## src/hw/rtl/ansi_terminal_cursor_engine_macros.svh

```systemverilog
// Assertion macros shared by the cursor engine modules.
`ifndef ANSI_TERMINAL_CURSOR_ENGINE_MACROS_SVH
`define ANSI_TERMINAL_CURSOR_ENGINE_MACROS_SVH
`ifndef SYNTHESIS
// same-cycle implication, disabled while in reset
`define ATCE_ASSERT_NOW(lbl, ante, cons) \
  lbl: assert property (@(posedge clk) disable iff (!rst_n) (ante) |-> (cons)) \
    else $error("assertion failed");
// next-cycle implication, disabled while in reset
`define ATCE_ASSERT_NEXT(lbl, ante, cons) \
  lbl: assert property (@(posedge clk) disable iff (!rst_n) (ante) |=> (cons)) \
    else $error("assertion failed");
`else
`define ATCE_ASSERT_NOW(lbl, ante, cons)
`define ATCE_ASSERT_NEXT(lbl, ante, cons)
`endif
`endif

```

## src/hw/rtl/atce_pkg.sv

```systemverilog
// Shared constants and types of the terminal cursor engine.
package atce_pkg;

  localparam int COLUMNS     = 40;
  localparam int ROWS        = 28;
  localparam int MAX_PARAMS  = 4;
  localparam int QUEUE_DEPTH = 4;
  localparam int QUEUE_AW    = $clog2(QUEUE_DEPTH);
  localparam int QUEUE_CW    = $clog2(QUEUE_DEPTH + 1);

  // console byte codes
  localparam logic [7:0] CH_NUL    = 8'h00;
  localparam logic [7:0] CH_CTRL_A = 8'h01;
  localparam logic [7:0] CH_CTRL_B = 8'h02;
  localparam logic [7:0] CH_CTRL_E = 8'h05;
  localparam logic [7:0] CH_CTRL_F = 8'h06;
  localparam logic [7:0] CH_BS     = 8'h08;
  localparam logic [7:0] CH_CR     = 8'h0D;
  localparam logic [7:0] CH_CAN    = 8'h18;
  localparam logic [7:0] CH_ESC    = 8'h1B;
  localparam logic [7:0] CH_SPACE  = 8'h20;
  localparam logic [7:0] CH_DEL    = 8'h7F;
  localparam logic [7:0] CH_ZERO   = 8'h30;
  localparam logic [7:0] CH_NINE   = 8'h39;
  localparam logic [7:0] CH_COLON  = 8'h3A;
  localparam logic [7:0] CH_SEMI   = 8'h3B;
  localparam logic [7:0] CH_C      = 8'h43;
  localparam logic [7:0] CH_D      = 8'h44;
  localparam logic [7:0] CH_F      = 8'h46;
  localparam logic [7:0] CH_H      = 8'h48;
  localparam logic [7:0] CH_N      = 8'h4E;
  localparam logic [7:0] CH_O      = 8'h4F;
  localparam logic [7:0] CH_LBRACK = 8'h5B;
  localparam logic [7:0] CH_TILDE  = 8'h7E;

  // first CSI parameter values that '~' acts on
  localparam logic [15:0] KEY_HOME_A = 16'd1;
  localparam logic [15:0] KEY_DELETE = 16'd3;
  localparam logic [15:0] KEY_END_A  = 16'd4;
  localparam logic [15:0] KEY_HOME_B = 16'd7;
  localparam logic [15:0] KEY_END_B  = 16'd8;

  typedef enum logic [1:0] {
    EV_DRAW    = 2'd0,
    EV_NEW_ROW = 2'd1,
    EV_SCROLL  = 2'd2
  } atce_event_t;

  // one decoded character: what the back end still has to emit
  typedef struct packed {
    logic       draw;
    logic [5:0] draw_col;
    logic [4:0] draw_row;
    logic [7:0] glyph;
    logic       new_row;
    logic       scroll;
    logic [4:0] row;
  } atce_action_t;

endpackage

```

## src/hw/rtl/atce_front.sv

```systemverilog
// Front end: escape parser, cursor tracking and action decode.
module atce_front (
  input  logic                  clk,
  input  logic                  rst_n,
  input  logic                  in_tvalid,
  output logic                  in_tready,
  input  logic [7:0]            in_tdata,
  input  logic                  q_full,
  output logic                  q_push,
  output atce_pkg::atce_action_t q_action
);

  typedef enum logic [2:0] {
    MODE_PLAIN = 3'd0,
    MODE_ESC   = 3'd1,
    MODE_SS2   = 3'd2,
    MODE_SS3   = 3'd3,
    MODE_CSI   = 3'd4
  } mode_t;

  localparam logic [7:0]  COL_HOME = 8'd1;
  localparam logic [7:0]  COL_END  = 8'(atce_pkg::COLUMNS - 1);
  localparam logic [7:0]  COL_LIM  = 8'(atce_pkg::COLUMNS);
  localparam logic [5:0]  ROW_LIM  = 6'(atce_pkg::ROWS);
  localparam logic [4:0]  ROW_LAST = 5'(atce_pkg::ROWS - 1);
  localparam logic [3:0]  PC_MAX   = 4'(atce_pkg::MAX_PARAMS);

  mode_t       mode_r, mode_nxt;
  logic [7:0]  cursor_col_r, cursor_col_nxt;
  logic [4:0]  cursor_row_r, cursor_row_nxt;
  logic [15:0] first_param_r, first_param_nxt;
  logic [2:0]  param_count_r, param_count_nxt;

  logic        accept, live;
  logic [7:0]  ch, col_mid, draw_col8;
  logic        draw, row_inc, overflow, scroll, draw_ok;
  logic [5:0]  row_sum;
  logic [3:0]  digit, pc_inc;
  logic [15:0] fp_mac;

  assign in_tready = !q_full;
  assign accept    = in_tvalid && in_tready;
  assign ch        = in_tdata;
  assign live      = accept && (ch != atce_pkg::CH_NUL);

  assign digit  = 4'(ch - atce_pkg::CH_ZERO);
  assign fp_mac = (first_param_r << 3) + (first_param_r << 1) + {12'd0, digit};
  assign pc_inc = {1'b0, param_count_r} + 4'd1;

  always_comb begin
    mode_nxt        = mode_r;
    col_mid         = cursor_col_r;
    first_param_nxt = first_param_r;
    param_count_nxt = param_count_r;
    draw            = 1'b0;
    draw_col8       = cursor_col_r;
    row_inc         = 1'b0;
    if (ch == atce_pkg::CH_CAN) begin
      mode_nxt = MODE_PLAIN;
    end else begin
      unique case (mode_r)
        MODE_PLAIN: begin
          if (ch == atce_pkg::CH_CR) begin
            col_mid = COL_HOME;
            row_inc = 1'b1;
          end else if (ch == atce_pkg::CH_ESC) begin
            mode_nxt = MODE_ESC;
          end else if (ch == atce_pkg::CH_BS || ch == atce_pkg::CH_DEL ||
                       ch == atce_pkg::CH_CTRL_B) begin
            col_mid   = cursor_col_r - 8'd1;
            draw_col8 = cursor_col_r - 8'd1;
            draw      = 1'b1;
          end else if (ch == atce_pkg::CH_CTRL_A) begin
            col_mid = COL_HOME;
          end else if (ch == atce_pkg::CH_CTRL_E) begin
            col_mid = COL_END;
          end else if (ch == atce_pkg::CH_CTRL_F) begin
            col_mid = cursor_col_r + 8'd1;
          end else if (ch >= atce_pkg::CH_SPACE) begin
            draw    = 1'b1;
            col_mid = cursor_col_r + 8'd1;
          end
        end
        MODE_ESC: begin
          if (ch == atce_pkg::CH_LBRACK) begin
            mode_nxt        = MODE_CSI;
            param_count_nxt = 3'd0;
            first_param_nxt = 16'd0;
          end else if (ch == atce_pkg::CH_N) begin
            mode_nxt = MODE_SS2;
          end else if (ch == atce_pkg::CH_O) begin
            mode_nxt = MODE_SS3;
          end else begin
            mode_nxt = MODE_PLAIN;
            if (ch == atce_pkg::CH_DEL) begin
              col_mid   = cursor_col_r - 8'd1;
              draw_col8 = cursor_col_r - 8'd1;
              draw      = 1'b1;
            end
          end
        end
        MODE_SS2: begin
          mode_nxt = MODE_PLAIN;
        end
        MODE_SS3: begin
          mode_nxt = MODE_PLAIN;
          if (ch == atce_pkg::CH_F) col_mid = COL_END;
          else if (ch == atce_pkg::CH_H) col_mid = COL_HOME;
        end
        MODE_CSI: begin
          if (ch >= atce_pkg::CH_ZERO && ch <= atce_pkg::CH_NINE) begin
            if (param_count_r == 3'd0) first_param_nxt = fp_mac;
          end else begin
            param_count_nxt = (pc_inc > PC_MAX) ? PC_MAX[2:0] : pc_inc[2:0];
            if (ch != atce_pkg::CH_SEMI && ch != atce_pkg::CH_COLON) begin
              mode_nxt = MODE_PLAIN;
              if (ch == atce_pkg::CH_C) begin
                col_mid = cursor_col_r + 8'd1;
              end else if (ch == atce_pkg::CH_D) begin
                col_mid = cursor_col_r - 8'd1;
              end else if (ch == atce_pkg::CH_F) begin
                col_mid = COL_END;
              end else if (ch == atce_pkg::CH_H) begin
                col_mid = 8'd0;
              end else if (ch == atce_pkg::CH_TILDE) begin
                if (first_param_r == atce_pkg::KEY_HOME_A ||
                    first_param_r == atce_pkg::KEY_HOME_B)
                  col_mid = COL_HOME;
                else if (first_param_r == atce_pkg::KEY_END_A ||
                         first_param_r == atce_pkg::KEY_END_B)
                  col_mid = COL_END;
                else if (first_param_r == atce_pkg::KEY_DELETE)
                  col_mid = cursor_col_r - 8'd1;
              end
            end
          end
        end
        default: begin
          mode_nxt = MODE_PLAIN;
        end
      endcase
    end
  end

  // column overflow wraps to the next row; passing the last row scrolls
  assign overflow       = col_mid >= COL_LIM;
  assign cursor_col_nxt = overflow ? COL_HOME : col_mid;
  assign row_sum        = {1'b0, cursor_row_r} + {5'd0, row_inc} + {5'd0, overflow};
  assign scroll         = row_sum >= ROW_LIM;
  assign cursor_row_nxt = scroll ? ROW_LAST : row_sum[4:0];
  assign draw_ok        = draw && (draw_col8 < COL_LIM);

  always_comb begin
    q_action          = '0;
    q_action.draw     = draw_ok;
    q_action.draw_col = draw_col8[5:0];
    q_action.draw_row = cursor_row_r;
    q_action.glyph    = (ch >= atce_pkg::CH_SPACE && ch != atce_pkg::CH_DEL &&
                         mode_r == MODE_PLAIN) ? ch : atce_pkg::CH_SPACE;
    q_action.new_row  = row_inc || overflow;
    q_action.scroll   = scroll;
    q_action.row      = cursor_row_nxt;
  end

  assign q_push = live && (draw_ok || row_inc || overflow || scroll);

  always_ff @(posedge clk) begin
    if (!rst_n) begin
      mode_r        <= MODE_PLAIN;
      cursor_col_r  <= COL_HOME;
      cursor_row_r  <= 5'd0;
      first_param_r <= 16'd0;
      param_count_r <= 3'd0;
    end else if (live) begin
      mode_r        <= mode_nxt;
      cursor_col_r  <= cursor_col_nxt;
      cursor_row_r  <= cursor_row_nxt;
      first_param_r <= first_param_nxt;
      param_count_r <= param_count_nxt;
    end
  end

`include "ansi_terminal_cursor_engine_macros.svh"
  `ATCE_ASSERT_NOW(a_front_row_range, 1'b1, {1'b0, cursor_row_r} < ROW_LIM)
  `ATCE_ASSERT_NOW(a_front_col_range, 1'b1, cursor_col_r < COL_LIM)

endmodule

```

## src/hw/rtl/atce_queue.sv

```systemverilog
// Short action queue between the front and back ends.
module atce_queue (
  input  logic                   clk,
  input  logic                   rst_n,
  input  logic                   push,
  input  atce_pkg::atce_action_t push_data,
  output logic                   full,
  input  logic                   pop,
  output logic                   head_valid,
  output atce_pkg::atce_action_t head_data
);

  localparam int AW = atce_pkg::QUEUE_AW;
  localparam int CW = atce_pkg::QUEUE_CW;

  atce_pkg::atce_action_t store_r [atce_pkg::QUEUE_DEPTH];
  logic [AW-1:0] wr_ptr_r, rd_ptr_r;
  logic [CW-1:0] count_r, count_nxt;
  logic          do_push, do_pop;

  assign full       = count_r == CW'(atce_pkg::QUEUE_DEPTH);
  assign head_valid = count_r != '0;
  assign head_data  = store_r[rd_ptr_r];
  assign do_push    = push && !full;
  assign do_pop     = pop && head_valid;

  always_comb begin
    count_nxt = count_r;
    if (do_push && !do_pop) count_nxt = count_r + CW'(1);
    else if (do_pop && !do_push) count_nxt = count_r - CW'(1);
  end

  always_ff @(posedge clk) begin
    if (do_push) store_r[wr_ptr_r] <= push_data;
  end

  always_ff @(posedge clk) begin
    if (!rst_n) begin
      wr_ptr_r <= '0;
      rd_ptr_r <= '0;
      count_r  <= '0;
    end else begin
      if (do_push) wr_ptr_r <= wr_ptr_r + AW'(1);
      if (do_pop) rd_ptr_r <= rd_ptr_r + AW'(1);
      count_r <= count_nxt;
    end
  end

`include "ansi_terminal_cursor_engine_macros.svh"
  `ATCE_ASSERT_NOW(a_queue_no_overrun, push, !full)

endmodule

```

## src/hw/rtl/atce_back.sv

```systemverilog
// Back end: expands queued actions into output words.
module atce_back (
  input  logic                   clk,
  input  logic                   rst_n,
  input  logic                   q_valid,
  input  atce_pkg::atce_action_t q_action,
  output logic                   q_pop,
  output logic                   out_tvalid,
  input  logic                   out_tready,
  output logic [1:0]             out_kind,
  output logic [5:0]             out_col,
  output logic [4:0]             out_row,
  output logic [7:0]             out_glyph,
  output logic                   out_last
);

  atce_pkg::atce_action_t cur_r;
  logic                   cur_valid_r;
  logic                   pend_draw_r, pend_row_r, pend_scroll_r;
  logic                   out_valid_r;
  atce_pkg::atce_event_t  kind_r, kind_nxt;
  logic [5:0]             col_r, col_nxt;
  logic [4:0]             row_r, row_nxt;
  logic [7:0]             glyph_r, glyph_nxt;
  logic                   last_r, last_nxt;
  logic                   adv, load;
  logic                   left_draw, left_row, left_scroll;

  assign adv = cur_valid_r && (!out_valid_r || out_tready);

  // pick the oldest pending event: draw, then new row, then scroll
  always_comb begin
    left_draw   = pend_draw_r;
    left_row    = pend_row_r;
    left_scroll = pend_scroll_r;
    kind_nxt    = atce_pkg::EV_SCROLL;
    col_nxt     = 6'd0;
    row_nxt     = cur_r.row;
    glyph_nxt   = 8'd0;
    if (pend_draw_r) begin
      kind_nxt  = atce_pkg::EV_DRAW;
      col_nxt   = cur_r.draw_col;
      row_nxt   = cur_r.draw_row;
      glyph_nxt = cur_r.glyph;
      left_draw = 1'b0;
    end else if (pend_row_r) begin
      kind_nxt = atce_pkg::EV_NEW_ROW;
      left_row = 1'b0;
    end else begin
      left_scroll = 1'b0;
    end
    last_nxt = !(left_draw || left_row || left_scroll);
  end

  assign load  = q_valid && (!cur_valid_r || (adv && last_nxt));
  assign q_pop = load;

  always_ff @(posedge clk) begin
    if (!rst_n) begin
      cur_valid_r   <= 1'b0;
      pend_draw_r   <= 1'b0;
      pend_row_r    <= 1'b0;
      pend_scroll_r <= 1'b0;
      out_valid_r   <= 1'b0;
    end else begin
      if (load) begin
        cur_valid_r   <= 1'b1;
        pend_draw_r   <= q_action.draw;
        pend_row_r    <= q_action.new_row;
        pend_scroll_r <= q_action.scroll;
      end else if (adv) begin
        cur_valid_r   <= !last_nxt;
        pend_draw_r   <= left_draw;
        pend_row_r    <= left_row;
        pend_scroll_r <= left_scroll;
      end
      if (adv) out_valid_r <= 1'b1;
      else if (out_tready) out_valid_r <= 1'b0;
    end
  end

  always_ff @(posedge clk) begin
    if (load) cur_r <= q_action;
    if (adv) begin
      kind_r  <= kind_nxt;
      col_r   <= col_nxt;
      row_r   <= row_nxt;
      glyph_r <= glyph_nxt;
      last_r  <= last_nxt;
    end
  end

  assign out_tvalid = out_valid_r;
  assign out_kind   = kind_r;
  assign out_col    = col_r;
  assign out_row    = row_r;
  assign out_glyph  = glyph_r;
  assign out_last   = last_r;

`include "ansi_terminal_cursor_engine_macros.svh"
  `ATCE_ASSERT_NOW(a_back_scroll_last, out_valid_r && kind_r == atce_pkg::EV_SCROLL, last_r)
  `ATCE_ASSERT_NOW(a_back_draw_onscreen, out_valid_r && kind_r == atce_pkg::EV_DRAW,
                   {2'b00, col_r} < 8'(atce_pkg::COLUMNS))

endmodule

```

## src/hw/rtl/ansi_terminal_cursor_engine.sv

```systemverilog
// Top level of the terminal cursor engine: front end, action queue, back end.
//
// Use: in_* carries one console byte per word (in_tdata). out_* carries
// screen commands: out_tuser is the event kind (draw cell, new row,
// scroll up), out_tdata the cell column, row and glyph, and out_tlast
// marks the final word caused by one input byte. A byte yields zero to
// three words, always in the order draw, new row, scroll.
// The first word of a byte passes through the action queue, the back
// end's current-action register and its output register. Throughput:
// one input byte per cycle while the action queue has room; the back
// end emits one output word per cycle while the receiver takes them,
// and a byte that only changes the parser or cursor yields no words.
// The front end decodes each byte in the cycle it is taken and keeps the
// cursor and parser state; a four-entry queue holds decoded actions.
// Reset (rst_n low, synchronous) puts the cursor at column 1, row 0,
// returns the parser to plain mode and empties queue and output register.
// When the receiver stalls, the output word holds, the queue fills and
// in_tready drops once it is full.
module ansi_terminal_cursor_engine (
  input  logic        clk,
  input  logic        rst_n,
  input  logic        in_tvalid,
  output logic        in_tready,
  input  logic [7:0]  in_tdata,   // [7:0] character
  output logic        out_tvalid,
  input  logic        out_tready,
  output logic [23:0] out_tdata,  // [5:0] cell_column, [10:6] cell_row,
                                  // [18:11] glyph, [23:19] zero
  output logic [1:0]  out_tuser,  // [1:0] event_kind
  output logic        out_tlast   // last_event
);

  atce_pkg::atce_action_t push_action, head_action;
  logic                   q_full, q_push, q_pop, q_valid;
  logic [5:0]             ev_col;
  logic [4:0]             ev_row;
  logic [7:0]             ev_glyph;

  atce_front u_front (
    .clk       (clk),
    .rst_n     (rst_n),
    .in_tvalid (in_tvalid),
    .in_tready (in_tready),
    .in_tdata  (in_tdata),
    .q_full    (q_full),
    .q_push    (q_push),
    .q_action  (push_action)
  );

  atce_queue u_queue (
    .clk        (clk),
    .rst_n      (rst_n),
    .push       (q_push),
    .push_data  (push_action),
    .full       (q_full),
    .pop        (q_pop),
    .head_valid (q_valid),
    .head_data  (head_action)
  );

  atce_back u_back (
    .clk        (clk),
    .rst_n      (rst_n),
    .q_valid    (q_valid),
    .q_action   (head_action),
    .q_pop      (q_pop),
    .out_tvalid (out_tvalid),
    .out_tready (out_tready),
    .out_kind   (out_tuser),
    .out_col    (ev_col),
    .out_row    (ev_row),
    .out_glyph  (ev_glyph),
    .out_last   (out_tlast)
  );

  // pack fields from the lowest bit up, zero pad to whole bytes
  assign out_tdata = {5'd0, ev_glyph, ev_row, ev_col};

endmodule
```

## config.mk

```make
export PLATFORM = sky130hd
export DESIGN_NAME = ansi_terminal_cursor_engine
export DESIGN_NICKNAME = d
export VERILOG_FILES = /design/src/hw/rtl/atce_pkg.sv /design/src/hw/rtl/atce_front.sv /design/src/hw/rtl/atce_queue.sv /design/src/hw/rtl/atce_back.sv /design/src/hw/rtl/ansi_terminal_cursor_engine.sv
export VERILOG_INCLUDE_DIRS = /design/src /design/src/hw/rtl
export SDC_FILE = /design/constraint.sdc
export NUM_CORES = 1
export LEC_CHECK = 0
export BUFFER_PORTS_ARGS = -buffer_cell sky130_fd_sc_hd__buf_2
export CAP_MARGIN = 30
export CORE_MARGIN = 1
export CORE_UTILIZATION = 45
export DETAILED_ROUTE_END_ITERATION = 6
export PLACE_DENSITY = 0.66
export SLEW_MARGIN = 20
export SYNTH_ARGS = -nofsm -noshare
export SYNTH_HDL_FRONTEND = slang
export SYNTH_SLANG_ARGS = --single-unit
```

## constraint.sdc

```tcl
create_clock -name clk -period 7.9 [get_ports clk]
set_input_delay 1.58 -clock clk [delete_from_list [all_inputs] [get_ports clk]]
set_output_delay 1.58 -clock clk [all_outputs]
set_load 0.01 [all_outputs]
```

### Word level (Yosys, flattened, before mapping)

Memories as Yosys holds them, arrays and structs flattened. A register that Yosys moved wholly into a read port is not among the register bits.
Index checks and enable logic that the tools add are counted.

* register bits: 93
* memory bits (writable): 108
* input bits: 12
* memories: 1

* $add $sub $neg: 12
* $lt $le $gt $ge: 7
* eq/ne operators: 37
* muxes and demuxes: 87
* bitwise operators: 1
* reductions and logical operators: 43

Memories
* u_queue.store_r: depth 4, bits a word 27, read ports 1, clocked after memory_dff 1, write ports 1, line atce_queue.sv:16 `atce_pkg::atce_action_t store_r [atce_pkg::QUEUE_DEPTH];`

Operator list (number)
* $mux 8: 30
* $eq 8x7->1 const B: 9
* $mux 16: 3
* $mux 3: 12
* $eq 16x3->1 const B: 2
* $pmux 16 s2: 1
* $pmux 8 s4: 1
* $mux 1: 30
* $ge 8x6->1 const B: 3
* $add 16x16->16: 1
* $add 16x4->16: 1
* $eq 16x1->1 const B: 1
* $eq 16x2->1 const B: 1
* $eq 16x4->1 const B: 1
* $eq 8x3->1 const B: 2
* $eq 8x4->1 const B: 2
* $eq 8x5->1 const B: 2
* $ne 8x6->1 const B: 2
* $pmux 8 s2: 1
* $logic_and 1x1->1: 15
* $logic_or 1x1->1: 11
* $mux 5: 2
* $reduce_and 5->1: 2
* $pmux 3 s3: 1
* 33 further kinds: 51

### Longest topological paths before layout

Gate-level depths: netlist (run 1).

* depth in word-level cells: 23
* mapped depth: 28
* depth with buffers taken out: 25

### Cells and area by module

Synthesis (run 1) repeated with hierarchy kept, for this count alone.

* cell total of the unflattened synthesis: 926
* area total of the unflattened synthesis: 10684.0 µm²

By module, submodules not included
* atce_queue: instances 1, cells an instance 189, area an instance 4430.5 µm²
* atce_front: instances 1, cells an instance 636, area an instance 4419.2 µm²
* atce_back: instances 1, cells an instance 95, area an instance 1793.0 µm²
* ansi_terminal_cursor_engine: instances 1, cells an instance 6, area an instance 41.3 µm²

### Least setup slack after synthesis (run 1)

OpenSTA, ideal clock, no wires.

* path kind: in2reg
* start point: input port in_tdata[5]
* end point: register u_queue.count_r[2]
* arrival: 6.450 ns
* required time: 7.830 ns
* setup slack: 1.379 ns
* stages on the path: 23
* buffers on the path: 2
* cells stage by stage: or4_1 > clkbuf_1 > or4_1 > and2_1 > a21o_1 > a31oi_1 > or4_4 > o31ai_2 > nand3_2 > inv_1 > fa_1 > nor2b_1 > nor2_1 > or4_1 > nand2_1 > o31a_1 > buf_6 > ha_1 > inv_1 > fa_1 > xor2_1 > or3_1 > a21oi_1

* cells in the longest elaborated chain, start to end: 19

RTL lines
* from (decl): line ansi_terminal_cursor_engine.sv:24 `input logic [7:0] in_tdata,`
* $ge 8x6->1 or $eq 8x7->1 (tied branches): line atce_front.sv:79, atce_front.sv:125
* $mux 8, or another cell as far along: line atce_front.sv:79 `end else if (ch >= atce_pkg::CH_SPACE) begin`
* $mux 8, or another cell as far along: line atce_front.sv:77 `end else if (ch == atce_pkg::CH_CTRL_F) begin`
* $mux 8, or another cell as far along: line atce_front.sv:75 `end else if (ch == atce_pkg::CH_CTRL_E) begin`
* $mux 8, or another cell as far along: line atce_front.sv:73 `end else if (ch == atce_pkg::CH_CTRL_A) begin`
* $mux 8, or another cell as far along: line atce_front.sv:68 `end else if (ch == atce_pkg::CH_BS || ch == atce_pkg::CH_DEL ||`
* $mux 8, or another cell as far along: line atce_front.sv:66 `end else if (ch == atce_pkg::CH_ESC) begin`
* $mux 8, or another cell as far along: line atce_front.sv:63 `if (ch == atce_pkg::CH_CR) begin`
* (+4 left out)
* $ge 6x5->1 or $logic_or 1x1->1 (tied branches): line atce_front.sv:149, atce_front.sv:165
* $logic_or 1x1->1: line atce_front.sv:165 `assign q_push = live && (draw_ok || row_inc || overflow || scroll);`
* $logic_and 1x1->1 (*): line atce_front.sv:165
* $logic_and 1x1->1 (*): line atce_queue.sv:24 `assign do_push = push && !full;`
* named net u_queue.do_push: line atce_queue.sv:19 `logic do_push, do_pop;`
* $logic_not 1->1: line atce_queue.sv:30 `else if (do_pop && !do_push) count_nxt = count_r - CW'(1);`
* $logic_and 1x1->1: line atce_queue.sv:30
* $reduce_bool 2->1 (no line)
* to (signal assigned): line atce_queue.sv:45 `count_r <= count_nxt;`
* to (decl): line atce_queue.sv:18 `logic [CW-1:0] count_r, count_nxt;`

Mark *: on every way through the listed nets, which the timed path passes. The rest lies on a longest branch.
A chain may end at the register's enable or synchronous reset.

### Worst setup path after layout (run 1)

* start point: input port in_tdata[4]
* end point: register u_queue.count_r[2]

* cells in the longest elaborated chain, start to end: 19

RTL lines (line)
* $ge 8x6->1 or $eq 8x7->1 (tied branches): atce_front.sv:79, atce_front.sv:125
* $mux 8, or another cell as far along: atce_front.sv:79
* $mux 8, or another cell as far along: atce_front.sv:77
* $mux 8, or another cell as far along: atce_front.sv:75
* $mux 8, or another cell as far along: atce_front.sv:73
* $mux 8, or another cell as far along: atce_front.sv:68
* $mux 8, or another cell as far along: atce_front.sv:66
* $mux 8, or another cell as far along: atce_front.sv:63
* (+3 left out)
* $add 6x1->6 or $logic_or 1x1->1 (tied branches): atce_front.sv:148, atce_front.sv:165
* $ge 6x5->1 or $logic_or 1x1->1 (tied branches): atce_front.sv:149, atce_front.sv:165
* $logic_or 1x1->1: atce_front.sv:165
* $logic_and 1x1->1 (*): atce_front.sv:165
* $logic_and 1x1->1 (*): atce_queue.sv:24
* $logic_not 1->1: atce_queue.sv:30
* $logic_and 1x1->1: atce_queue.sv:30
* $reduce_bool 2->1 (no line)

Every way passes the cells marked *; elsewhere a longest branch is shown, timed or not.

==> results.cfg, run 1 <==
[floorplanning]
fp.dieW_um = 154
dieHeight_um = 154
rows = 55
dieArea_sq_mm = 0.0238
io_pins = 41
initial_core_util_pct = 46.0
core-area_sq_mm = 0.0226

[yosys]
ys_seq_elements = 203
synth_edf_count = 154
yosysSeqAreaShare_pct = 53.8
postSynthCellCount = 903
async_flop_share_pct = 0
synthDistinctLibCells = 79
yosys_warnings = 0
synth_area_sq_mm = 0.0104
ys.flop_type = edfxtp_1
syn_area_per_cell_sq_um = 11.5

[drt]
m1WireLength_um = 10400
wl_met2_um = 10900
via_per_inst = 5.88
top_layer = met4
vias = 7237
route.detailed.drc = 0
antenna_left = 0
drt_iter0_drc = 603
wl_per_cell_um = 19.3
met3_length_um = 1730
drt-pass1-iter-count = 7
drt-total-wl_um = 23700

[sta]
clock-skew-final_ns = 0.0122
maxSlewHeadroom_pct = 30.8
finalCritPeriodShare_pct = 86.7
setup_viol = 0
fmax_ghz = 0.146
fin_crit_ns = 6.85
whs_ns = 0.484
final-hold-violation-count = 0
tightest_slew_ns = 1.03
rsz0062_at_grt = no
drv_slew = 0
setup-tns-final_ns = 0

[clocking]
clock_latency_ns = 0.50
cts_tree = done
clkTransAtPathRegs_ns = 0.06
clk_path_buf_depth = 3
htreeDepth = 1
ctsHoldBuffers = 0
cts.sinks = 203
cts_buffers = 21
cts_setup_buffers = 0
ctsResizeCount = 0
cts_root_buf = clkbuf_16

[power]
combPwrFrac_pct = 19.7
pwr-share-seq_pct = 47.7
p_leak_nw = 4.20
switching_power_w = 0.000825
ir_drop_uv = 158
clkPwrFrac_pct = 32.6
cell_internal_pwr_w = 0.00229
power_density_mw_per_mm2 = 268
switching_share_pct = 26.5

[worst_hold_path]
hold_path.class = reg2reg

[placement]
gp_congestion = 0.942
port-buffer-count = 35
dp_hpwl_um = 16400

[critical_path]
reg2reg_setup_slack_ns = 1.30
arrival_ns = 7.28
cp.required_ns = 8.33
critPathCaptureType = register
path_class = in2reg
crit_path_max_fanout = 13
cp-start-kind = primary input

[final_layout]
final_cell_mix = 154 x edfxtp_1, 80 x nand2_1, 68 x nor2_1, 56 x a21oi_1, 48 x dfxtp_1
multi_input_comb_area_sq_mm = 0.00447
synthToLayoutAreaGrowth_pct = 11.5
final_nets = 984
layout_commonest_cell = edfxtp_1
ff_latch_area_sq_mm = 0.00561
diodes = 0
drive_gt1_share_pct = 15.3
fillers = 1955

[global_route]
grt_start_max_net_pins = 28
grt-ovfl-total = 0
track_usage_pct = 20.5
grt_pass1_wl_um = 37800
antenna_found_initial = 1
grt_pass1_vias = 6851

[run]
maxCapViolations = 0

[outcome]
outcome = finished, final reports clean
[registers in the layout, indices dropped and copies added, names as in the netlist, 5 cells and up, named ones only]
name	count
u_front.cursor_col_r	8
u_queue.store_r	108
u_front.first_param_r	16
u_back.out_col	6
u_front.cursor_row_r	5
u_back.out_glyph	8
u_back.cur_r	24
u_back.out_row	5
[layout make-up]
| class | count | share of cell area [%] |
|---|---|---|
| multi-input combinational | 617 | 38.5 |
| clock inverter | 14 | 1.52 |
| inverter | 31 | 1.00 |
| clock buffer | 24 | 4.62 |
| tap | 285 | 3.07 |
| timing repair buffer | 57 | 3.04 |
| sequential | 203 | 48.3 |
[per-layer routing]
metal,vias up,GRT usage [%]
met5,-,0
met4,0,7.52
met3,52,3.18
met2,303,32.8
met1,3463,28.3
li1,3419,-
[cell families after synthesis]
family	count (synthesis)	share of synthesized area, %
xor+xnor	36	3.03
simple gates	314	15.7
flops	203	53.8
fa+ha+maj	41	5.21
compound gates	179	11.3
other cells	1	0.0360
mux	42	7.35
buf+inv	87	3.52
[cells in the mapped netlist (all sizes together) (16+ instances only)]
cell type,n,share of area [%]
mux4,27,5.8
nor2,69,2.5
xnor2,20,1.7
o21ai,35,1.7
xor2,16,1.3
buf,18,1.0
and2,26,1.6
dfxtp,49,9.4
clkbuf,38,1.4
ha,37,4.4
a21oi,56,2.7
inv,31,1.1
nand3,22,1.1
nand2,80,2.9
edfxtp,154,44
nor3,25,1.3
[power by group through the flow]
stage          registers, W  clock network (W)  logic, W
3_3_place_gp        0.00152                  0  0.000583
3_5_place_dp        0.00151                  0  0.000621
2_1_floorplan       0.00148                  0  0.000450
4_1_cts             0.00149            0.00104  0.000623
6_report            0.00149            0.00102  0.000614
5_1_grt             0.00151            0.00107  0.000674
[critical path: stages]
cell and delay (ns):
buf_2 0.17, or4b_4 0.65, or4_1 0.75, o221ai_1 0.28
o21ai_1 0.09, nor3b_1 0.16, a211oi_1 0.38, a21o_1 0.14
nand3_2 0.12, inv_1 0.12, fa_1 0.22, inv_1 0.05
ha_1 0.21, nand2_1 0.08, nor2_1 0.04, or4_1 0.59
nand2_1 0.09, o31a_1 0.28, ha_1 0.24, inv_1 0.06
fa_1 0.38, xor2_1 0.15, or3_1 0.31, a21oi_1 0.14
[per-stage QoR]
step                total power (W)  instances  util [%]  setup WS (ns)  instance area, sq um
floorplan                   0.00193        907         -           1.38                 10400
global placement            0.00211       1192      48.1          0.851                 10900
detailed placement          0.00213       1193      48.1          0.664                 10900
CTS                         0.00315       1231      51.3           1.18                 11600
global route                0.00326       1231      51.3          0.679                 11600
finish                      0.00312       1231      51.3           1.05                 11600
[worst paths after layout]
path,end,from,cells after the start
min reg2reg,u_front.first_param_r[14],u_front.first_param_r[14],2
min,u_front.first_param_r[14],u_front.first_param_r[14],2
max,u_queue.count_r[2],in_tdata[4],24
max reg2reg,u_queue.count_r[2],u_front.cursor_col_r[0],25
No activity file was read; power rests on OpenSTA's default activity.
==> run 2: changes to the inputs <==
--- a/config.mk
+++ b/config.mk
@@ -8,6 +8,7 @@
 export LEC_CHECK = 0
 export BUFFER_PORTS_ARGS = -buffer_cell sky130_fd_sc_hd__buf_2
 export CAP_MARGIN = 30
+export CORE_ASPECT_RATIO = 2
 export CORE_MARGIN = 1
 export CORE_UTILIZATION = 45
 export DETAILED_ROUTE_END_ITERATION = 6
==> run 2 against run 1 <==
Sequential power is essentially flat. Critical endpoint unchanged. Power shrank 0.94%. Wire length grew 15%. Cell area is essentially flat. Highest routed layer unchanged.
==> results.cfg, run 2 (same netlist as run 1, synthesis figures left out) <==
[global_route]
track_usage_pct = 24.1
grt-ovfl-total = 0
grt_pass1_vias = 7662
antenna_found_initial = 0
grt_start_max_net_pins = 28
grt_pass1_wl_um = 42200

[drt]
drt-pass1-iter-count = 5
wl_per_cell_um = 22.2
vias = 7323
antenna_left = 0
drt-total-wl_um = 27200
via_per_inst = 5.96
route.detailed.drc = 0
drt_iter0_drc = 282

[final_layout]
drive_gt1_share_pct = 15.8
synthToLayoutAreaGrowth_pct = 11.4
final_cell_mix = 154 x edfxtp_1, 80 x nand2_1, 68 x nor2_1, 56 x a21oi_1, 48 x dfxtp_1
finalNonFillerCells = 1229
ff_latch_area_sq_mm = 0.00561
fillers = 2033
final_nets = 990
multi_input_comb_area_sq_mm = 0.00447
diodes = 0
largest_reg_flops = 108
fin_area_sq_mm = 0.0116
regMostFlops = u_queue.store_r
reg_top3 = u_queue.store_r x108, u_back.cur_r x24, u_front.first_param_r x16
layout_commonest_cell = edfxtp_1

[floorplanning]
rows = 78
fp.dieW_um = 110
dieHeight_um = 217
core-area_sq_mm = 0.0227
dieArea_sq_mm = 0.0238
initial_core_util_pct = 45.8
io_pins = 41

[outcome]
outcome = finished, final reports clean

[placement]
dp_hpwl_um = 20200
port-buffer-count = 35
postPlaceCellArea_sq_mm = 0.0110
gp_congestion = 1.01
dp_cells = 1196

[clocking]
ctsResizeCount = 0
clkTransAtPathRegs_ns = 0.07
cts_tree = done
cts_root_buf = clkbuf_16
cts_setup_buffers = 0
cts.sinks = 203
clock_latency_ns = 0.49
clk_path_buf_depth = 3
htreeDepth = 1
cts_buffers = 19
ctsHoldBuffers = 0

[sta]
setup-tns-final_ns = 0
fmax_ghz = 0.147
final-hold-violation-count = 0
tightest_slew_ns = 1.00
whs_ns = 0.497
rsz0062_at_grt = no
drv_slew = 0
clock-skew-final_ns = 0.00905
finalCritPeriodShare_pct = 86.4
fin_crit_ns = 6.83
setup_viol = 0
maxSlewHeadroom_pct = 32.8

[critical_path]
cp.required_ns = 8.31
r2r_start = u_front.cursor_col_r[0]
crit_start = in_tdata[4]
path_class = in2reg
r2r-end = u_queue.count_r[2]
arrival_ns = 7.23
reg2reg_depth = 28
reg2reg_setup_slack_ns = 1.80
crit_end = u_queue.count_r[2]
cp-start-kind = primary input
critPathCaptureType = register
crit_path_max_fanout = 12

[worst_hold_path]
whs_path_depth = 2
hold_path.class = reg2reg

[run]
maxCapViolations = 0

[power]
p_leak_nw = 4.20
p_total_w = 0.00309
ir_drop_uv = 218
power_density_mw_per_mm2 = 266
## run 2: cell types whose count changed in the layout (fill, tap and decap cells not counted), sizes merged
cell / change
buf: +8
clkinvlp: +2
clkinv: -4
inv: -2
bufinv: -1
## run 2: through the flow
stage          util (%)  setup WS [ns]
2_1_floorplan         -           1.38
3_3_place_gp       48.0          0.733
3_5_place_dp       48.2          0.620
4_1_cts            51.0           1.12
5_1_grt            51.0          0.777
6_report           51.0           1.07
## run 2: final cells by class
cell class,instances,share of cell area [%]
inverters,31,1.00
clock buffers,24,4.35
repair buffers,65,3.60
clock inverters,9,1.22
well taps,280,3.02
flip-flops and latches,203,48.3
multi-input cells,617,38.5
## run 2: worst max-delay path, cell delays in order
cell and delay, ns:
buf_2 0.17, or4_1 0.63, or4_1 0.60, nand3_1 0.25, o21ai_0 0.14, o22ai_1 0.30, a31oi_1 0.10, a21o_1 0.23
nand3_2 0.11, inv_1 0.08, fa_1 0.38, nor2b_1 0.34, nor2_1 0.09, or4_1 0.58, nand2_1 0.09, o31a_1 0.27
ha_1 0.23, inv_1 0.06, fa_1 0.37, xor2_1 0.15, or3_1 0.31, a21oi_1 0.16
## run 2: worst min-delay path by stage
stage                                          from                        end  slack (ns)
final                     u_front.first_param_r[15]  u_front.first_param_r[15]        0.50
after detailed placement  u_front.first_param_r[14]  u_front.first_param_r[14]        0.48
after global placement    u_front.first_param_r[14]  u_front.first_param_r[14]        0.48
after floorplan           u_front.first_param_r[15]  u_front.first_param_r[15]        0.45
after global routing      u_front.first_param_r[14]  u_front.first_param_r[14]        0.52
after CTS                 u_front.first_param_r[14]  u_front.first_param_r[14]        0.49
## run 2: power breakdown
part	total [W]	switching, W	internal (W)	leakage [nW]
registers	0.00149	0.0000873	0.00140	1.84
clock network	0.000953	0.000396	0.000557	0.303
logic	0.000648	0.000368	0.000279	2.05
## run 2: per-layer routing
metal / up-vias / track usage (%) / share of wire [%]
met4: 0 / 17.9 / 8.5
li1: 3433 / - / -
met1: 3553 / 22.2 / 33
met3: 109 / 2.37 / 3.4
met5: - / 0 / 0
met2: 228 / 46.5 / 55
==> run 3: changes to the inputs <==
--- a/config.mk
+++ b/config.mk
@@ -7,12 +7,11 @@
 export NUM_CORES = 1
 export LEC_CHECK = 0
 export BUFFER_PORTS_ARGS = -buffer_cell sky130_fd_sc_hd__buf_2
-export CAP_MARGIN = 30
 export CORE_ASPECT_RATIO = 2
 export CORE_MARGIN = 1
-export CORE_UTILIZATION = 45
+export CORE_UTILIZATION = 59
 export DETAILED_ROUTE_END_ITERATION = 6
-export PLACE_DENSITY = 0.66
+export PLACE_DENSITY = 0.82
 export SLEW_MARGIN = 20
 export SYNTH_ARGS = -nofsm -noshare
 export SYNTH_HDL_FRONTEND = slang
==> run 3 against run 2 <==
Cell count is 6.1% lower. Hold slack worse by 0.015 ns. Global-route usage is 7.4 points higher. Clock power is 9.2% lower. Clock skew is 0.0014 ns higher. Flip-flop and latch count stayed put. Cell area is 1.6% lower. Die area is 23% lower. Critical path type unchanged. Critical endpoint unchanged. Largest power group unchanged. Highest routed layer unchanged.
==> results.cfg, run 3 (same netlist as run 1, synthesis figures left out) <==
[drt]
drt_iter0_drc = 605
drt-total-wl_um = 27100
wl_per_cell_um = 23.5
route.detailed.drc = 0
vias = 7429
drt-pass1-iter-count = 5
via_per_inst = 6.44
antenna_left = 0

[power]
p_leak_nw = 4.15
ir_drop_uv = 142
switching_share_pct = 28.4
clkPwrFrac_pct = 28.9
pwr-share-seq_pct = 50.3
power_density_mw_per_mm2 = 262
combPwrFrac_pct = 20.8
cell_internal_pwr_w = 0.00214
switching_power_w = 0.000850

[worst_hold_path]
hold_path.class = reg2reg

[final_layout]
diodes = 0
synthToLayoutAreaGrowth_pct = 9.61
largest_reg_flops = 108
layout_commonest_cell = edfxtp_1
drive_gt1_share_pct = 15.6
fin_area_sq_mm = 0.0114
final_cell_mix = 154 x edfxtp_1, 80 x nand2_1, 68 x nor2_1, 56 x a21oi_1, 48 x dfxtp_1
final_nets = 986
regMostFlops = u_queue.store_r
reg_top3 = u_queue.store_r x108, u_back.cur_r x24, u_front.first_param_r x16
final_util_pct = 66.1

[global_route]
grt_start_max_net_pins = 29
track_usage_pct = 31.5
grt-ovfl-total = 0
antenna_found_initial = 0
grt_pass1_wl_um = 42100
grt_pass1_vias = 7667

[sta]
final-hold-violation-count = 0
setup_viol = 0
tightest_slew_ns = 1.01
drv_slew = 0
fin_crit_ns = 6.87
setup-tns-final_ns = 0
rsz0062_at_grt = no
finalCritPeriodShare_pct = 86.9
fmax_ghz = 0.146
clock-skew-final_ns = 0.0104
maxSlewHeadroom_pct = 32.5

[run]
maxCapViolations = 0

[placement]
postPlaceCellArea_sq_mm = 0.0108
dp_hpwl_um = 19700
gp_congestion = 1.03
port-buffer-count = 35

[clocking]
cts.sinks = 203
ctsResizeCount = 0
cts_buffers = 19
htreeDepth = 1
cts_setup_buffers = 0
clock_latency_ns = 0.49
cts_tree = done
clkTransAtPathRegs_ns = 0.07
ctsHoldBuffers = 0
clk_path_buf_depth = 3
cts_root_buf = clkbuf_16

[floorplanning]
dieHeight_um = 190
initial_core_util_pct = 60.3
rows = 68
io_pins = 41
dieArea_sq_mm = 0.0182
core-area_sq_mm = 0.0173
fp.dieW_um = 96.0

[critical_path]
reg2reg_setup_slack_ns = 1.67
crit_chain = buf_2 -> nand2_1 -> nor3_2 -> a21oi_1 -> o31ai_2 -> nand3_1 -> or4_4 -> o31ai_2 -> nand3_2 -> inv_1 -> fa_1 -> inv_1 -> ha_1 -> nand2_1 -> nor2_1 -> or4_1 -> nand2_1 -> o31a_1 -> ha_1 -> inv_1 -> fa_1 -> xor2_1 -> or3_1 -> a21oi_1
crit_path_max_incr_delay_ns = 0.73
crit_path_max_fanout = 20
arrival_ns = 7.28
path_class = in2reg
worst-path-buf-inv = 4
cp_top_family = simple AND/OR/NAND/NOR gates
critPathCaptureType = register
cp-start-kind = primary input
cp_slowest_cell = nor3_2
cp.required_ns = 8.31

[outcome]
outcome = finished, final reports clean
==> run 3: cell count changes in the layout (fill, tap and decap cells not counted), sizes merged <==
cell    before  now
buf         65   61
bufinv       3    0
clkinv       3    5
==> run 3: worst paths after layout <==
check | startpoint | to | depth (start not counted)
worst max-delay path | in_tdata[3] | u_queue.count_r[2] | 24
worst min-delay path | u_front.first_param_r[14] | u_front.first_param_r[14] | 2
worst max register to register | u_front.cursor_col_r[0] | u_queue.count_r[2] | 26
worst min register to register | u_front.first_param_r[14] | u_front.first_param_r[14] | 2
==> run 3: layer usage <==
metal,wire length (um),GRT usage (%),vias up
li1,-,-,3409
met1,8970,32.1,3579
met2,14500,56.8,319
met3,1490,4.84,122
met4,2190,21.8,0
met5,0,0,-
==> run 3: tightest hold or removal path: stages, from the launching register on <==
cell	delay [ns]
dfxtp_1	0.33
nand3_1	0.07
nand2_1	0.04
==> run 3: power groups by stage <==
stage,logic [W],registers [W],clock network [W]
2_1_floorplan,0.000450,0.00148,0
3_3_place_gp,0.000598,0.00152,0
3_5_place_dp,0.000620,0.00153,0
4_1_cts,0.000623,0.00151,0.000877
5_1_grt,0.000674,0.00154,0.000912
6_report,0.000622,0.00151,0.000865
==> run 3: through the flow <==
step | setup WS (ns) | hold WS (ns) | std cells | power (W)
final | 1.03 | 0.482 | 1154 | 0.00299
after detailed placement | 0.608 | 0.476 | 1122 | 0.00215
after floorplan | 1.38 | 0.448 | 907 | 0.00193
after CTS | 1.10 | 0.487 | 1154 | 0.00301
after global routing | 0.570 | 0.525 | 1154 | 0.00312
after global placement | 0.758 | 0.459 | 1122 | 0.00212
==> run 3: area by class of cell <==
class	count	area [sq um]
fill	1289	5850
sequential	203	5610
multi-input combinational	617	4470
clock buffer	24	524
timing repair buffer	61	370
tap	210	263
inverter	31	116
clock inverter	8	65.1
